`src/hw/rtl/acwt_pkg.sv`:
```
// Shared types and constants for the AN-code minimum arithmetic weight search.
// No dependencies; every other file of the block imports this package.
package acwt_pkg;

	localparam int MAX_DATA_WIDTH_DEF = 24;
	localparam int MAX_A_WIDTH_DEF    = 24;

	localparam int A_W     = 24;
	localparam int WIDTH_W = 5;
	localparam int WGT_W   = 6;
	localparam int MINW_W  = 7;
	localparam int CNT_W   = 24;

	localparam logic [WIDTH_W-1:0] DATA_WIDTH_RST = 5'd16;
	localparam logic [MINW_W-1:0]  MINW_NONE      = 7'd64;
	localparam logic [MINW_W-1:0]  WGT_SAT        = 7'd63;

	typedef enum logic [1:0] {
		ST_DROP = 2'd0,
		ST_TIE  = 2'd1,
		ST_NEW  = 2'd2
	} status_t;

	typedef enum logic [1:0] {
		S_IDLE,
		S_RUN,
		S_FINISH
	} seq_state_t;

	// sequencer commands to the multiple generator and weight pipeline
	typedef struct packed {
		logic start;
		logic flush;
	} acwt_ctl_t;

endpackage

```
`src/hw/rtl/acwt_mult_gen.sv`:
```
// Multiple generator: one shared adder steps x through A, 2A, 3A, ... one per cycle.
// Depends on acwt_pkg for the control struct.
module acwt_mult_gen #(
	parameter int MAX_A_WIDTH    = acwt_pkg::MAX_A_WIDTH_DEF,
	parameter int MAX_DATA_WIDTH = acwt_pkg::MAX_DATA_WIDTH_DEF
) (
	input  logic                                  clk,
	input  logic                                  arst_n,
	input  acwt_pkg::acwt_ctl_t                   ctl,
	input  logic [MAX_A_WIDTH-1:0]                a,
	input  logic [MAX_DATA_WIDTH-1:0]             dmax,
	output logic [MAX_A_WIDTH+MAX_DATA_WIDTH-1:0] x,
	output logic                                  x_valid,
	output logic                                  x_last
);
	import acwt_pkg::*;

	localparam int XW = MAX_A_WIDTH + MAX_DATA_WIDTH;

	logic [XW-1:0]             x_q;
	logic [MAX_A_WIDTH-1:0]    a_q;
	logic [MAX_DATA_WIDTH-1:0] cnt_q;
	logic [MAX_DATA_WIDTH-1:0] dmax_q;
	logic                      busy_q;

	always_ff @(posedge clk or negedge arst_n) begin
		if (!arst_n) begin
			busy_q <= 1'b0;
		end else if (ctl.flush) begin
			busy_q <= 1'b0;
		end else if (ctl.start) begin
			busy_q <= 1'b1;
		end else if (busy_q && x_last) begin
			busy_q <= 1'b0;
		end
	end

	always_ff @(posedge clk) begin
		if (ctl.start) begin
			x_q    <= XW'(a);
			a_q    <= a;
			cnt_q  <= MAX_DATA_WIDTH'(1);
			dmax_q <= dmax;
		end else if (busy_q) begin
			x_q   <= x_q + XW'(a_q);
			cnt_q <= cnt_q + MAX_DATA_WIDTH'(1);
		end
	end

	assign x       = x_q;
	assign x_valid = busy_q;
	assign x_last  = (cnt_q == dmax_q);

endmodule

```
`src/hw/rtl/acwt_naf_weight.sv`:
```
// NAF weight pipeline: popcount(x ^ 3x) over three stages, saturated to 63.
// Depends on acwt_pkg for widths and the control struct.
module acwt_naf_weight #(
	parameter int MAX_A_WIDTH    = acwt_pkg::MAX_A_WIDTH_DEF,
	parameter int MAX_DATA_WIDTH = acwt_pkg::MAX_DATA_WIDTH_DEF
) (
	input  logic                                  clk,
	input  logic                                  arst_n,
	input  acwt_pkg::acwt_ctl_t                   ctl,
	input  logic [MAX_A_WIDTH+MAX_DATA_WIDTH-1:0] x,
	input  logic                                  x_valid,
	input  logic                                  x_last,
	output logic [acwt_pkg::WGT_W-1:0]            w,
	output logic                                  w_valid,
	output logic                                  w_last
);
	import acwt_pkg::*;

	localparam int XW = MAX_A_WIDTH + MAX_DATA_WIDTH;
	localparam int TW = (XW + 2 > 64) ? 64 : XW + 2;
	localparam int NB = (TW + 7) / 8;

	logic [TW-1:0]     x3;
	logic [TW-1:0]     t_s1;
	logic              v_s1, last_s1;
	logic [NB*8-1:0]   t_pad;
	logic [3:0]        bc_nxt [NB];
	logic [3:0]        bc_s2  [NB];
	logic              v_s2, last_s2;
	logic [MINW_W-1:0] sum;
	logic [WGT_W-1:0]  w_s3;
	logic              v_s3, last_s3;

	// 3x wraps modulo 2^64 only when the words are widened that far
	assign x3    = TW'(x) + TW'({x, 1'b0});
	assign t_pad = (NB*8)'(t_s1);

	always_comb begin
		for (int b = 0; b < NB; b++) begin
			bc_nxt[b] = 4'd0;
			for (int i = 0; i < 8; i++) begin
				bc_nxt[b] = bc_nxt[b] + 4'(t_pad[b*8+i]);
			end
		end
	end

	always_comb begin
		sum = '0;
		for (int b = 0; b < NB; b++) begin
			sum = sum + MINW_W'(bc_s2[b]);
		end
	end

	always_ff @(posedge clk or negedge arst_n) begin
		if (!arst_n) begin
			v_s1 <= 1'b0;
			v_s2 <= 1'b0;
			v_s3 <= 1'b0;
		end else if (ctl.flush) begin
			v_s1 <= 1'b0;
			v_s2 <= 1'b0;
			v_s3 <= 1'b0;
		end else begin
			v_s1 <= x_valid;
			v_s2 <= v_s1;
			v_s3 <= v_s2;
		end
	end

	always_ff @(posedge clk) begin
		t_s1    <= TW'(x) ^ x3;
		last_s1 <= x_last;
		bc_s2   <= bc_nxt;
		last_s2 <= last_s1;
		w_s3    <= (sum > WGT_SAT) ? WGT_SAT[WGT_W-1:0] : sum[WGT_W-1:0];
		last_s3 <= last_s2;
	end

	assign w       = w_s3;
	assign w_valid = v_s3;
	assign w_last  = last_s3;

endmodule

```
`src/hw/rtl/acwt_seq.sv`:
```
// Sequencer: request intake, running minimum, early stop, best weight and count,
// and the result register. Depends on acwt_pkg.
module acwt_seq (
	input  logic                        clk,
	input  logic                        arst_n,
	input  logic                        in_valid,
	output logic                        in_stall,
	input  logic [acwt_pkg::A_W-1:0]    a_value,
	input  logic                        start_new,
	output acwt_pkg::acwt_ctl_t         ctl,
	input  logic [acwt_pkg::WGT_W-1:0]  w,
	input  logic                        w_valid,
	input  logic                        w_last,
	output logic                        out_valid,
	input  logic                        out_stall,
	output logic [acwt_pkg::A_W-1:0]    a_echo,
	output logic [acwt_pkg::WGT_W-1:0]  weight,
	output logic [1:0]                  status,
	output logic [acwt_pkg::WGT_W-1:0]  best_weight,
	output logic [acwt_pkg::CNT_W-1:0]  candidate_count
);
	import acwt_pkg::*;

	seq_state_t        state_q, state_nxt;
	logic              accept, stop, load;
	logic [MINW_W-1:0] minw_q, minw_upd;
	logic [WGT_W-1:0]  best_q, best_nxt;
	logic [CNT_W-1:0]  cnt_q, cnt_nxt;
	status_t           status_nxt;
	logic [A_W-1:0]    echo_q;
	logic              out_valid_q;
	logic [A_W-1:0]    a_echo_q;
	logic [WGT_W-1:0]  weight_q, best_out_q;
	status_t           status_q;
	logic [CNT_W-1:0]  cnt_out_q;

	assign minw_upd = (MINW_W'(w) < minw_q) ? MINW_W'(w) : minw_q;
	assign load     = (state_q == S_FINISH) && (!out_valid_q || !out_stall);

	always_ff @(posedge clk or negedge arst_n) begin
		if (!arst_n) begin
			state_q <= S_IDLE;
		end else begin
			state_q <= state_nxt;
		end
	end

	always_comb begin
		state_nxt = state_q;
		accept    = 1'b0;
		stop      = 1'b0;
		ctl       = '0;
		unique case (state_q)
			S_IDLE: begin
				accept = in_valid;
				if (in_valid) begin
					ctl.start = 1'b1;
					state_nxt = S_RUN;
				end
			end
			S_RUN: begin
				// the first multiple below the best, or the last multiple, ends the walk
				if (w_valid && ((MINW_W'(w) < MINW_W'(best_q)) || w_last)) begin
					stop      = 1'b1;
					ctl.flush = 1'b1;
					state_nxt = S_FINISH;
				end
			end
			S_FINISH: begin
				if (load) begin
					state_nxt = S_IDLE;
				end
			end
			default: state_nxt = S_IDLE;
		endcase
	end

	assign in_stall = (state_q != S_IDLE);

	always_comb begin
		best_nxt   = best_q;
		cnt_nxt    = cnt_q;
		status_nxt = ST_DROP;
		if (minw_q > MINW_W'(best_q)) begin
			best_nxt   = minw_q[WGT_W-1:0];
			cnt_nxt    = CNT_W'(1);
			status_nxt = ST_NEW;
		end else if (minw_q == MINW_W'(best_q)) begin
			status_nxt = ST_TIE;
			if (cnt_q != '1) begin
				cnt_nxt = cnt_q + CNT_W'(1);
			end
		end
	end

	always_ff @(posedge clk or negedge arst_n) begin
		if (!arst_n) begin
			best_q      <= '0;
			cnt_q       <= '0;
			out_valid_q <= 1'b0;
		end else begin
			if (accept && start_new) begin
				best_q <= '0;
				cnt_q  <= '0;
			end else if (load) begin
				best_q <= best_nxt;
				cnt_q  <= cnt_nxt;
			end
			if (load) begin
				out_valid_q <= 1'b1;
			end else if (!out_stall) begin
				out_valid_q <= 1'b0;
			end
		end
	end

	always_ff @(posedge clk) begin
		if (accept) begin
			echo_q <= a_value;
			minw_q <= MINW_NONE;
		end else if (state_q == S_RUN && w_valid) begin
			minw_q <= minw_upd;
		end
		if (load) begin
			a_echo_q   <= echo_q;
			weight_q   <= minw_q[WGT_W-1:0];
			status_q   <= status_nxt;
			best_out_q <= best_nxt;
			cnt_out_q  <= cnt_nxt;
		end
	end

	assign out_valid       = out_valid_q;
	assign a_echo          = a_echo_q;
	assign weight          = weight_q;
	assign status          = status_q;
	assign best_weight     = best_out_q;
	assign candidate_count = cnt_out_q;

	a_best_monotonic: assert property (@(posedge clk) disable iff (!arst_n)
		!(accept && start_new) |=> best_q >= $past(best_q))
		else $error("best weight fell without a restart");

	a_run_not_below: assert property (@(posedge clk) disable iff (!arst_n)
		(state_q == S_RUN) |-> (minw_q >= MINW_W'(best_q)))
		else $error("walk continued past a weight below best");

	a_new_best_count: assert property (@(posedge clk) disable iff (!arst_n)
		(load && status_nxt == ST_NEW) |=> (cnt_q == CNT_W'(1)))
		else $error("count not restarted on new best");

	a_result_matches_state: assert property (@(posedge clk) disable iff (!arst_n)
		$rose(out_valid_q) |-> (best_out_q == best_q && cnt_out_q == cnt_q))
		else $error("result disagrees with held best weight or count");

	a_stop_in_run: assert property (@(posedge clk) disable iff (!arst_n)
		stop |=> (state_q == S_FINISH) && !w_valid)
		else $error("weight pipeline not flushed on stop");

endmodule

```
`src/hw/rtl/an_code_min_arith_weight_search.sv`:
```
// Minimum arithmetic weight search for AN-code multipliers, top level.
// The shared adder produces one multiple A*d per cycle, d = 1 .. 2^k - 1 (k = data_width);
// early stop ends the walk sooner.
// Throughput: one request at a time; the next is taken the cycle after the result loads.
// Reset: arst_n clears best weight, count and control; data_width returns to 16.
// Depends on acwt_pkg, acwt_mult_gen, acwt_naf_weight and acwt_seq.
module an_code_min_arith_weight_search #(
	parameter int MAX_DATA_WIDTH = acwt_pkg::MAX_DATA_WIDTH_DEF,
	parameter int MAX_A_WIDTH    = acwt_pkg::MAX_A_WIDTH_DEF
) (
	input  logic                          clk,
	input  logic                          arst_n,
	input  logic                          cfg_valid,
	output logic                          cfg_ready,
	input  logic [acwt_pkg::WIDTH_W-1:0]  cfg_data,
	input  logic                          in_valid,
	output logic                          in_stall,
	input  logic [acwt_pkg::A_W-1:0]      a_value,
	input  logic                          start_new,
	output logic                          out_valid,
	input  logic                          out_stall,
	output logic [acwt_pkg::A_W-1:0]      a_echo,
	output logic [acwt_pkg::WGT_W-1:0]    weight,
	output logic [1:0]                    status,
	output logic [acwt_pkg::WGT_W-1:0]    best_weight,
	output logic [acwt_pkg::CNT_W-1:0]    candidate_count
);
	import acwt_pkg::*;

	localparam int XW = MAX_A_WIDTH + MAX_DATA_WIDTH;

	logic [WIDTH_W-1:0]        data_width_q;
	logic [5:0]                k_eff;
	logic [MAX_DATA_WIDTH:0]   span;
	logic [MAX_DATA_WIDTH-1:0] dmax;
	logic [63:0]               a_wide;
	logic [MAX_A_WIDTH-1:0]    a_m;
	acwt_ctl_t                 ctl;
	logic [XW-1:0]             x;
	logic                      x_valid, x_last;
	logic [WGT_W-1:0]          w;
	logic                      w_valid, w_last;

	assign cfg_ready = 1'b1;

	always_ff @(posedge clk or negedge arst_n) begin
		if (!arst_n) begin
			data_width_q <= DATA_WIDTH_RST;
		end else if (cfg_valid && cfg_ready) begin
			data_width_q <= cfg_data;
		end
	end

	// clamp the word width into 1 .. MAX_DATA_WIDTH
	always_comb begin
		if (data_width_q == '0) begin
			k_eff = 6'd1;
		end else if (6'(data_width_q) > 6'(MAX_DATA_WIDTH)) begin
			k_eff = 6'(MAX_DATA_WIDTH);
		end else begin
			k_eff = 6'(data_width_q);
		end
	end

	assign span   = ((MAX_DATA_WIDTH+1)'(1) << k_eff) - (MAX_DATA_WIDTH+1)'(1);
	assign dmax   = span[MAX_DATA_WIDTH-1:0];
	assign a_wide = 64'(a_value);
	assign a_m    = a_wide[MAX_A_WIDTH-1:0];

	acwt_mult_gen #(
		.MAX_A_WIDTH   (MAX_A_WIDTH),
		.MAX_DATA_WIDTH(MAX_DATA_WIDTH)
	) u_gen (
		.clk    (clk),
		.arst_n (arst_n),
		.ctl    (ctl),
		.a      (a_m),
		.dmax   (dmax),
		.x      (x),
		.x_valid(x_valid),
		.x_last (x_last)
	);

	acwt_naf_weight #(
		.MAX_A_WIDTH   (MAX_A_WIDTH),
		.MAX_DATA_WIDTH(MAX_DATA_WIDTH)
	) u_wgt (
		.clk    (clk),
		.arst_n (arst_n),
		.ctl    (ctl),
		.x      (x),
		.x_valid(x_valid),
		.x_last (x_last),
		.w      (w),
		.w_valid(w_valid),
		.w_last (w_last)
	);

	acwt_seq u_seq (
		.clk            (clk),
		.arst_n         (arst_n),
		.in_valid       (in_valid),
		.in_stall       (in_stall),
		.a_value        (a_value),
		.start_new      (start_new),
		.ctl            (ctl),
		.w              (w),
		.w_valid        (w_valid),
		.w_last         (w_last),
		.out_valid      (out_valid),
		.out_stall      (out_stall),
		.a_echo         (a_echo),
		.weight         (weight),
		.status         (status),
		.best_weight    (best_weight),
		.candidate_count(candidate_count)
	);

endmodule
```
`config.mk`:
```
export PLATFORM = sky130hd
export DESIGN_NAME = an_code_min_arith_weight_search
export DESIGN_NICKNAME = d
export VERILOG_FILES = /design/src/hw/rtl/acwt_pkg.sv /design/src/hw/rtl/acwt_mult_gen.sv /design/src/hw/rtl/acwt_naf_weight.sv /design/src/hw/rtl/acwt_seq.sv /design/src/hw/rtl/an_code_min_arith_weight_search.sv
export SDC_FILE = /design/constraint.sdc
export NUM_CORES = 1
export LEC_CHECK = 0
export BUFFER_PORTS_ARGS = -buffer_cell sky130_fd_sc_hd__buf_2
export CORE_ASPECT_RATIO = 1.2
export CORE_MARGIN = 1.5
export CORE_UTILIZATION = 45
export DETAILED_ROUTE_END_ITERATION = 6
export PLACE_DENSITY = 0.71
export SLEW_MARGIN = 20
export SYNTH_ARGS = -nofsm -noshare
export SYNTH_HDL_FRONTEND = slang
export SYNTH_SLANG_ARGS = --single-unit
```
`constraint.sdc`:
```
create_clock -name clk -period 5.3 [get_ports clk]
set_input_delay 0.265 -clock clk [delete_from_list [all_inputs] [get_ports clk]]
set_output_delay 0.265 -clock clk [all_outputs]
set_load 0.01 [all_outputs]
```
==> out/qor.yml, run 1 <==
cts:
  cts_tree: "yes"
  cts.sinks: 314
  htreeDepth: 2
  root_buffer: "clkbuf_16"
  cts_setup_buffers: 0
  clk_latency_ns: 0.53
  cts_made_buffers: 34
  clk_pin_slew_ns: 0.06
  clk_path_buf_depth: 3
finish:
  drive_above_1_share_pct: 9.97
  final_cell_mix: "nand2_1, inv_1, dfxtp_1"
  area_growth_syn_to_layout_pct: 13.4
  final_core_util_pct: 51.7
  stdcell_count: 2442
  filler_cell_count: 3453
  final_common_cell: "nand2_1"
  nets: 2085
  diodes: 0
detailed_routing:
  routed_wl_um: 37900
  wl_per_cell_um: 15.5
  via_per_inst: 5.36
  drt_iter0_drc: 667
  drtPass1Iterations: 5
  drc_errors: 0
  dr_total_vias: 13100
  antenna_left: 0
pwr:
  peakVddDrop_mv: 0.449
  power_density_nw_per_um2: 602
  seq_power_share_pct: 30.6
  combPwrFrac_pct: 50.7
  power.total_mw: 12.0
  power.switching_mw: 4.86
  power.leakage_nw: 8.20
  p_int_mw: 7.17
  switching_share_pct: 40.4
  power.share.clock_pct: 18.8
logic_synthesis:
  synthDistinctLibCells: 74
  muxShareOfSynthArea_pct: 1.05
  ys_warn_count: 0
  synth_area_um2: 17600
  synth-async-reset-ratio_pct: 13.4
  ys.flop_type: "dfxtp_1"
  yosys.area_share.adder_pct: 13.1
  synth_top_family_by_area: "compound AO/OA/AOI/OAI gates"
  syn_area_per_cell_um2: 9.95
  synth_xor_area_share_pct: 9.35
  ys_seq_elements: 314
  synth_edf_count: 134
  synth-seq-area-share_pct: 44.5
  syn_inst: 1771
  synth_simple_gate_area_share_pct: 12.9
  synth_compound_area_share_pct: 14.7
timing:
  rsz0062_at_grt: "false"
  fmax_ghz: 0.242
  tns_ns: 0
  worst_pin_slew_ns: 0.920
  setup_ws_ns: 1.18
  clock_skew_ns: 0.0222
  max-slew-margin-rel_pct: 38.3
  setup_violations: 0
  finalCritPeriodShare_pct: 77.8
  hold_viol: 0
  layout_min_cycle_time_ns: 4.12
  final-max-slew-violation-count: 0
floorplanning:
  rows: 79
  io_pins: 100
  start_util_pct: 45.6
  die_y_um: 220
  core_area_um2: 38600
  dieArea_um2: 40300
  die_w_um: 184
setup_path:
  start_kind: "flip-flop"
  arrival_ns: 4.53
  startpoint: "u_wgt.bc_s2[20]"
  r2r-end: "u_wgt.w[0]"
  cp_data_required_time_ns: 5.71
  reg2reg_depth: 15
  worstPathMaxFanout: 3
  rrSetupSlack_ns: 1.18
  rr_startpoint: "u_wgt.bc_s2[20]"
  path_class: "reg2reg"
  worst_setup_path_end_kind: "flip-flop"
global_route:
  grt_max_degree: 70
  track_usage_pct: 19.0
  overflow: 0
  grt_pass1_vias: 12800
  grt_pass1_wl_um: 62400
  antenna_found_initial: 1
flow_run:
  cap_violations: 0
placement:
  place_inst: 2348
  gp_congestion: 0.884
  dp_slack_ns: 1.19
  port_buffers: 98
  place_hpwl_um: 27500
worst_hold_path:
  hold_depth: 3
  min_to: "u_seq.out_valid"
  hold_class: "in2reg"
  hold_start: "out_stall"
run_status:
  outcome: "complete, no violations"
==> worst max path at each step <==
| stage | slack [ns] | to | cells past startpoint |
|---|---|---|---|
| finish | 1.18 | u_wgt.w[0] | 15 |
| global route | 0.89 | u_wgt.w[0] | 15 |
| CTS | 1.18 | u_wgt.w[0] | 15 |
| detailed placement | 1.19 | u_wgt.w[0] | 15 |
| global placement | 1.23 | u_wgt.w[1] | 15 |
| floorplan | 1.38 | u_wgt.w[0] | 15 |
==> layer usage <==
metal	wire length (um)	global-route usage [%]	up-vias	part of all wire (%)
li1	-	-	6468	-
met1	16800	23.8	6267	44
met2	18800	34.2	292	50
met3	1590	2.68	63	4.2
met4	691	4.86	0	1.8
met5	0	0	-	0
==> timing repair <==
item | CTS | global route
gates resized for setup | 0 | 0
endpoints found under the hold margin | 70 | 0
setup endpoints to repair | 0 | 0
hold buffers | 32 | 0
==> cells in the mapped netlist, types with 46 or more instances <==
cell | n | area share (%)
a21oi_1 | 133 | 3.8
clkbuf_1 | 46 | 0.98
dfxtp_1 | 138 | 16
edfxtp_1 | 134 | 23
ha_1 | 119 | 8.5
inv_1 | 140 | 3.0
nand2_1 | 145 | 3.1
nor2_1 | 121 | 2.6
o21ai_0 | 127 | 3.6
xnor2_1 | 105 | 5.2
xor2_1 | 83 | 4.1
==> per-stage QoR <==
| stage | cell area (um^2) | hold slack (ns) |
|---|---|---|
| floorplan | 17600 | -0.0306 |
| global placement | 18600 | 0.312 |
| detailed placement | 18600 | 0.316 |
| CTS | 20000 | 0.0394 |
| global route | 20000 | 0.0682 |
| finish | 20000 | 0.0626 |
==> flip-flops by register name (all words and copies together) (netlist names), 24 cells and up <==
| register | cells |
|---|---|
| u_gen.a_q | 24 |
| u_gen.x | 48 |
| u_seq.a_echo | 24 |
| u_wgt.t_s1 | 49 |
| u_gen.dmax_q | 24 |
| u_seq.cnt_q | 24 |
| u_seq.candidate_count | 24 |
| u_gen.cnt_q | 24 |
| u_wgt.bc_s2 | 25 |
==> power by group through the flow <==
stage / clock network [mW] / registers (mW) / logic [mW]
after floorplan: 0 / 3.61 / 4.81
after global placement: 0 / 3.71 / 5.86
after detailed placement: 0 / 3.73 / 6.05
after CTS: 2.31 / 3.68 / 6.12
after global routing: 2.40 / 3.74 / 6.94
final: 2.26 / 3.68 / 6.09
==> cell families after synthesis <==
kind of cell    Yosys count
simple gates            472
mux                      17
flops                   314
xor+xnor                188
fa+ha+maj               160
buf+inv                 196
other cells               1
compound gates          423
==> critical path, stage by stage (launching register included) <==
cell and delay [ns]:
dfxtp_1 0.30, ha_1 0.21, fa_1 0.51, fa_1 0.44
fa_1 0.52, inv_1 0.05, fa_1 0.50, inv_1 0.07
fa_1 0.45, a21oi_1 0.16, nor2_1 0.05, nor2_1 0.16
inv_1 0.06, a21oi_1 0.14, nor2_1 0.07, or3_1 0.31
==> cell type report <==
cell class	instances	area, um^2	share of cell area [%]
Inverter	141	532	2.66
Timing Repair Buffer	136	858	4.30
Multi-Input combinational cell	1263	9020	45.2
Tap cell	526	658	3.30
Clock buffer	44	951	4.76
Sequential cell	314	7840	39.2
Clock inverter	18	111	0.558
No activity file was read; power rests on OpenSTA's default activity.
==> inputs of run 2 (changes only) <==
--- a/config.mk
+++ b/config.mk
@@ -10,7 +10,7 @@
 export CORE_MARGIN = 1.5
 export CORE_UTILIZATION = 45
 export DETAILED_ROUTE_END_ITERATION = 6
-export PLACE_DENSITY = 0.71
+export PLACE_DENSITY = 0.73
 export SLEW_MARGIN = 20
 export SYNTH_ARGS = -nofsm -noshare
 export SYNTH_HDL_FRONTEND = slang
==> constraint.sdc (replaced) <==
create_clock -name clk -period 3.4 [get_ports clk]
set_input_delay 0.17 -clock clk [delete_from_list [all_inputs] [get_ports clk]]
set_output_delay 0.17 -clock clk [all_outputs]
set_load 0.01 [all_outputs]
==> out/qor.yml, run 2 (same netlist as run 1, synthesis figures left out) <==
floorplanning:
  dieArea_um2: 40300
  start_util_pct: 45.6
  core_area_um2: 38600
  die_w_um: 184
  io_pins: 100
  die_y_um: 220
  rows: 79
pwr:
  power.leakage_nw: 8.36
  power.total_mw: 20.0
  peakVddDrop_mv: 0.689
  power_density_nw_per_um2: 980
detailed_routing:
  drc_errors: 0
  routed_wl_um: 38800
  dr_total_vias: 13300
  drt_iter0_drc: 702
  antenna_left: 0
  drtPass1Iterations: 5
  via_per_inst: 5.36
  wl_per_cell_um: 15.7
setup_path:
  path_depth: 15
  reg2reg_depth: 15
  cp_slowest_stage_delay_ns: 0.54
  startpoint: "u_wgt.bc_s2[24]"
  cpMaxStageDelayCell: "fa_2"
  cp-endpoint: "u_wgt.w[0]"
  r2r-end: "u_wgt.w[0]"
  rr_startpoint: "u_wgt.bc_s2[24]"
  start_kind: "flip-flop"
  worst-path-buf-inv: 3
  crit_chain: "ha_4 > fa_2 > fa_1 > fa_1 > inv_1 > fa_1 > inv_2 > fa_2 > a21oi_2 > nor2_1 > nor2_1 > inv_1 > a21oi_2 > nor2_2 > or3_1"
  cp_data_required_time_ns: 3.80
  rrSetupSlack_ns: -0.53
  worst_setup_path_end_kind: "flip-flop"
  path_common_cell: "fa_1"
  path_class: "reg2reg"
  cp_top_family: "adder cells"
  worstPathMaxFanout: 3
  arrival_ns: 4.34
placement:
  dpl_cell_area_um2: 18800
  place_hpwl_um: 27800
  port_buffers: 98
  dp_slack_ns: -0.534
  gp_congestion: 0.893
finish:
  diodes: 0
  final_area_um2: 20400
  top_register: "u_wgt.t_s1"
  final_common_cell: "nand2_1"
  drive_above_1_share_pct: 11.8
  largest_reg_flops: 49
  area_growth_syn_to_layout_pct: 15.6
  nets: 2118
  final_cell_mix: "nand2_1, inv_1, dfxtp_1"
cts:
  root_buffer: "clkbuf_16"
  cts.sinks: 314
  clk_pin_slew_ns: 0.06
  cts_tree: "yes"
  clk_latency_ns: 0.53
  clk_path_buf_depth: 3
  htreeDepth: 2
  cts_made_buffers: 35
timing:
  setup_violations: 6
  hold_viol: 0
  rsz0062_at_grt: "true"
  worst_pin_slew_ns: 0.979
  layout_min_cycle_time_ns: 3.93
  final-max-slew-violation-count: 0
  fmax_ghz: 0.254
  max-slew-margin-rel_pct: 34.7
  clock_skew_ns: 0.0280
  finalCritPeriodShare_pct: 116
  setup_ws_ns: -0.533
worst_hold_path:
  hold_class: "in2async"
global_route:
  grt_pass1_vias: 13200
  grt_use_met2_pct: 34.8
  overflow: 0
  track_usage_pct: 19.3
  grt_pass1_wl_um: 63800
  busiest_layer: "met2"
  gr-usage-met1_pct: 23.5
  antenna_found_initial: 2
  grt.met3_usage_pct: 2.76
  grt_max_degree: 122
run_status:
  violations: "setup timing"
  outcome: "finished, violations left"
flow_run:
  cap_violations: 0
[run 2: changes by cell type in the layout (fill, tap and decap cells not counted), moves of 3 or more]
cell,delta
a21oi_1,-5
clkinv_1,-5
dfxtp_2,+3
dfxtp_1,-3
dlygate4sd3_1,+6
clkbuf_1,+11
buf_4,+22
a21oi_2,+5
clkinv_2,-4
[run 2: area by class of cell]
type	count	area (um^2)
inverters	141	532
clock inverters	8	65.1
repair buffers	167	1130
flip-flops and latches	314	7840
clock buffers	56	1020
multi-input cells	1264	9120
fillers	3393	18300
well taps	526	658
[run 2: per-layer routing]
layer,wire length (um),share of wire [%]
met1,16600,43
met2,19200,50
met3,1790,4.6
met4,1200,3.1
met5,13,0.033
[run 2: worst min-delay path by stage]
stage | slack (ns) | start | end | cells past startpoint
floorplan | -0.13 | arst_n | data_width_q[0] | 0
global placement | 0.31 | u_wgt.last_s1 | u_wgt.last_s2 | 0
detailed placement | 0.31 | u_wgt.last_s1 | u_wgt.last_s2 | 0
CTS | 0.24 | start_new | u_seq.cnt_q[22] | 4
global route | 0.23 | arst_n | data_width_q[3] | 2
finish | 0.17 | arst_n | data_width_q[3] | 2
[run 2: repair_timing]
action | CTS | global route
cloned | 0 | 1
setup endpoints to repair | 6 | 15
buffers inserted | 3 | 3
pin swaps | 3 | 11
hold buffers | 38 | 0
endpoints found under the hold margin | 97 | 0
gates resized for setup | 8 | 5
[run 2: per-stage QoR]
stage               cells  setup TNS [ns]  utilization (%)  hold slack (ns)
floorplan            1773           -1.91                -           -0.126
global placement     2367           -2.57             48.6            0.313
detailed placement   2367           -2.98             48.6            0.314
CTS                  2472           -2.96             52.5            0.236
global route         2476           -3.68             52.7            0.234
finish               2476           -2.82             52.7            0.174
[run 2: where the power goes]
part           total, mW  switching [mW]  internal [mW]
Sequential          5.73           0.618           5.12
Combinational       10.7            5.89           4.77
Clock               3.57            1.50           2.07
Total               20.0            8.01           12.0
==> inputs of run 3 (changes only) <==
--- a/config.mk
+++ b/config.mk
@@ -10,7 +10,8 @@
 export CORE_MARGIN = 1.5
 export CORE_UTILIZATION = 45
 export DETAILED_ROUTE_END_ITERATION = 6
-export PLACE_DENSITY = 0.73
+export PLACE_DENSITY = 0.71
+export RECOVER_POWER = 25
 export SLEW_MARGIN = 20
 export SYNTH_ARGS = -nofsm -noshare
 export SYNTH_HDL_FRONTEND = slang
==> constraint.sdc (replaced) <==
create_clock -name clk -period 4.4 [get_ports clk]
set_input_delay 0.22 -clock clk [delete_from_list [all_inputs] [get_ports clk]]
set_output_delay 0.22 -clock clk [all_outputs]
set_load 0.01 [all_outputs]
==> out/qor.yml, run 3 (same netlist as run 1, synthesis figures left out) <==
run_status:
  outcome: "finished, violations left"
  violations: "capacitance limit, slew limit"
finish:
  final_core_util_pct: 51.6
  final_cell_mix: "nand2_1, inv_1, dfxtp_1"
  largest_reg_flops: 49
  top_register: "u_wgt.t_s1"
  area_growth_syn_to_layout_pct: 13.3
  diodes: 0
  final_common_cell: "nand2_1"
  nets: 2087
  drive_above_1_share_pct: 7.56
detailed_routing:
  wl_per_cell_um: 15.4
  drc_errors: 0
  antenna_left: 0
  routed_wl_um: 37500
  drt_iter0_drc: 829
  dr_total_vias: 13000
  via_per_inst: 5.34
  drtPass1Iterations: 6
cts:
  clk_path_buf_depth: 3
  cts_resized: 0
  htreeDepth: 2
  cts_made_buffers: 34
  clk_pin_slew_ns: 0.06
  cts.sinks: 314
  cts_tree: "yes"
  root_buffer: "clkbuf_16"
  clk_latency_ns: 0.52
setup_path:
  cp_slowest_stage_delay_ns: 0.52
  r2r-end: "u_wgt.w[0]"
  start_kind: "flip-flop"
  reg2reg_depth: 15
  worst-path-buf-inv: 3
  path_common_cell: "fa_1"
  rrSetupSlack_ns: 0.28
  worst_setup_path_end_kind: "flip-flop"
  startpoint: "u_wgt.bc_s2[20]"
  cp_top_family: "adder cells"
  crit_chain: "ha_1 > fa_1 > fa_1 > fa_1 > inv_1 > fa_1 > inv_1 > fa_1 > a21oi_1 > nor2_1 > nor2_1 > inv_1 > a21oi_1 > nor2_1 > or3_1"
  path_class: "reg2reg"
  cpMaxStageDelayCell: "fa_1"
  cp_data_required_time_ns: 4.80
  rr_startpoint: "u_wgt.bc_s2[20]"
  worstPathMaxFanout: 3
  path_depth: 15
  arrival_ns: 4.52
placement:
  place_hpwl_um: 27500
  port_buffers: 98
  gp_congestion: 0.854
timing:
  setup_violations: 0
  clock_skew_ns: 0.0147
  hold_viol: 0
  final-max-slew-violation-count: 43
  tns_ns: 0
  layout_min_cycle_time_ns: 4.12
  fmax_ghz: 0.243
  worst_pin_slew_ns: 2.55
  max-slew-margin-rel_pct: -70.3
  finalCritPeriodShare_pct: 93.6
  rsz0062_at_grt: "false"
worst_hold_path:
  hold_class: "in2reg"
  hold_depth: 2
  min_to: "data_width_q[1]"
  hold_start: "cfg_valid"
global_route:
  grt_pass1_vias: 13000
  overflow: 0
  grt_max_degree: 122
  antenna_found_initial: 1
  track_usage_pct: 19.1
  grt_pass1_wl_um: 62900
pwr:
  peakVddDrop_mv: 0.500
  power.share.clock_pct: 19.0
  seq_power_share_pct: 30.6
  combPwrFrac_pct: 50.4
  power.leakage_nw: 8.08
  switching_share_pct: 40.0
  power_density_nw_per_um2: 727
  power.switching_mw: 5.80
  p_int_mw: 8.71
floorplanning:
  core_area_um2: 38600
  start_util_pct: 45.6
  die_y_um: 220
  rows: 79
  dieArea_um2: 40300
  die_w_um: 184
  io_pins: 100
flow_run:
  cap_violations: 1
==> run 3: worst max-delay path by stage <==
stage	to	slack, ns
final	u_wgt.w[0]	0.28
after floorplan	u_wgt.w[0]	0.48
after detailed placement	u_wgt.w[0]	0.27
after global routing	u_wgt.w[5]	0.07
after CTS	u_wgt.w[0]	0.26
after global placement	u_wgt.w[0]	0.31
==> run 3: area by class of cell <==
cell class                 instances  area [um^2]
fill                            3457        18700
timing repair buffer             138          827
sequential                       314         7840
multi-input combinational       1263         9020
clock inverter                    18          150
tap                              526          658
inverter                         141          532
clock buffer                      43          926
==> run 3: worst reg2reg max path, delay by kind of cell, from the launching register on <==
family	cells	cell delay (ns)
and+or+nand+nor	4	0.56
AOI/OAI and AO/OA	2	0.29
DFF	1	0.30
adders and majority gates	6	2.65
buffers and inverters	3	0.19
==> run 3: power groups by stage <==
stage / Clock (mW) / Sequential [mW] / Combinational (mW)
final: 2.76 / 4.44 / 7.30
after global routing: 2.95 / 4.52 / 8.35
after CTS: 2.83 / 4.44 / 7.34
after detailed placement: 0 / 4.50 / 7.27
after global placement: 0 / 4.47 / 7.06
after floorplan: 0 / 4.35 / 5.79
==> run 3: metal layers <==
layer  vias to the layer above  part of all wire (%)  GRT usage (%)
li1                       6480                     -              -
met1                      6239                    44           23.8
met2                       278                    50           34.4
met3                        52                   4.4           2.63
met4                         0                   1.9           5.19
met5                         -                     0              0
==> run 3: through the flow <==
step	std cells	worst slack, ns	cell area (um^2)	hold slack [ns]	total power, mW
finish	2443	0.281	20000	0.0482	14.5
global route	2443	0.0715	20000	0.0510	15.8
CTS	2443	0.261	20000	0.0116	14.6
detailed placement	2349	0.269	18600	0.314	11.8
global placement	2349	0.308	18600	0.312	11.5
floorplan	1773	0.477	17600	-0.0756	10.1
==> run 3: repair_timing <==
action / CTS / global route
endpoints found under the hold margin: 73 / 0
buffers inserted: 0 / 0
hold buffers: 33 / 0
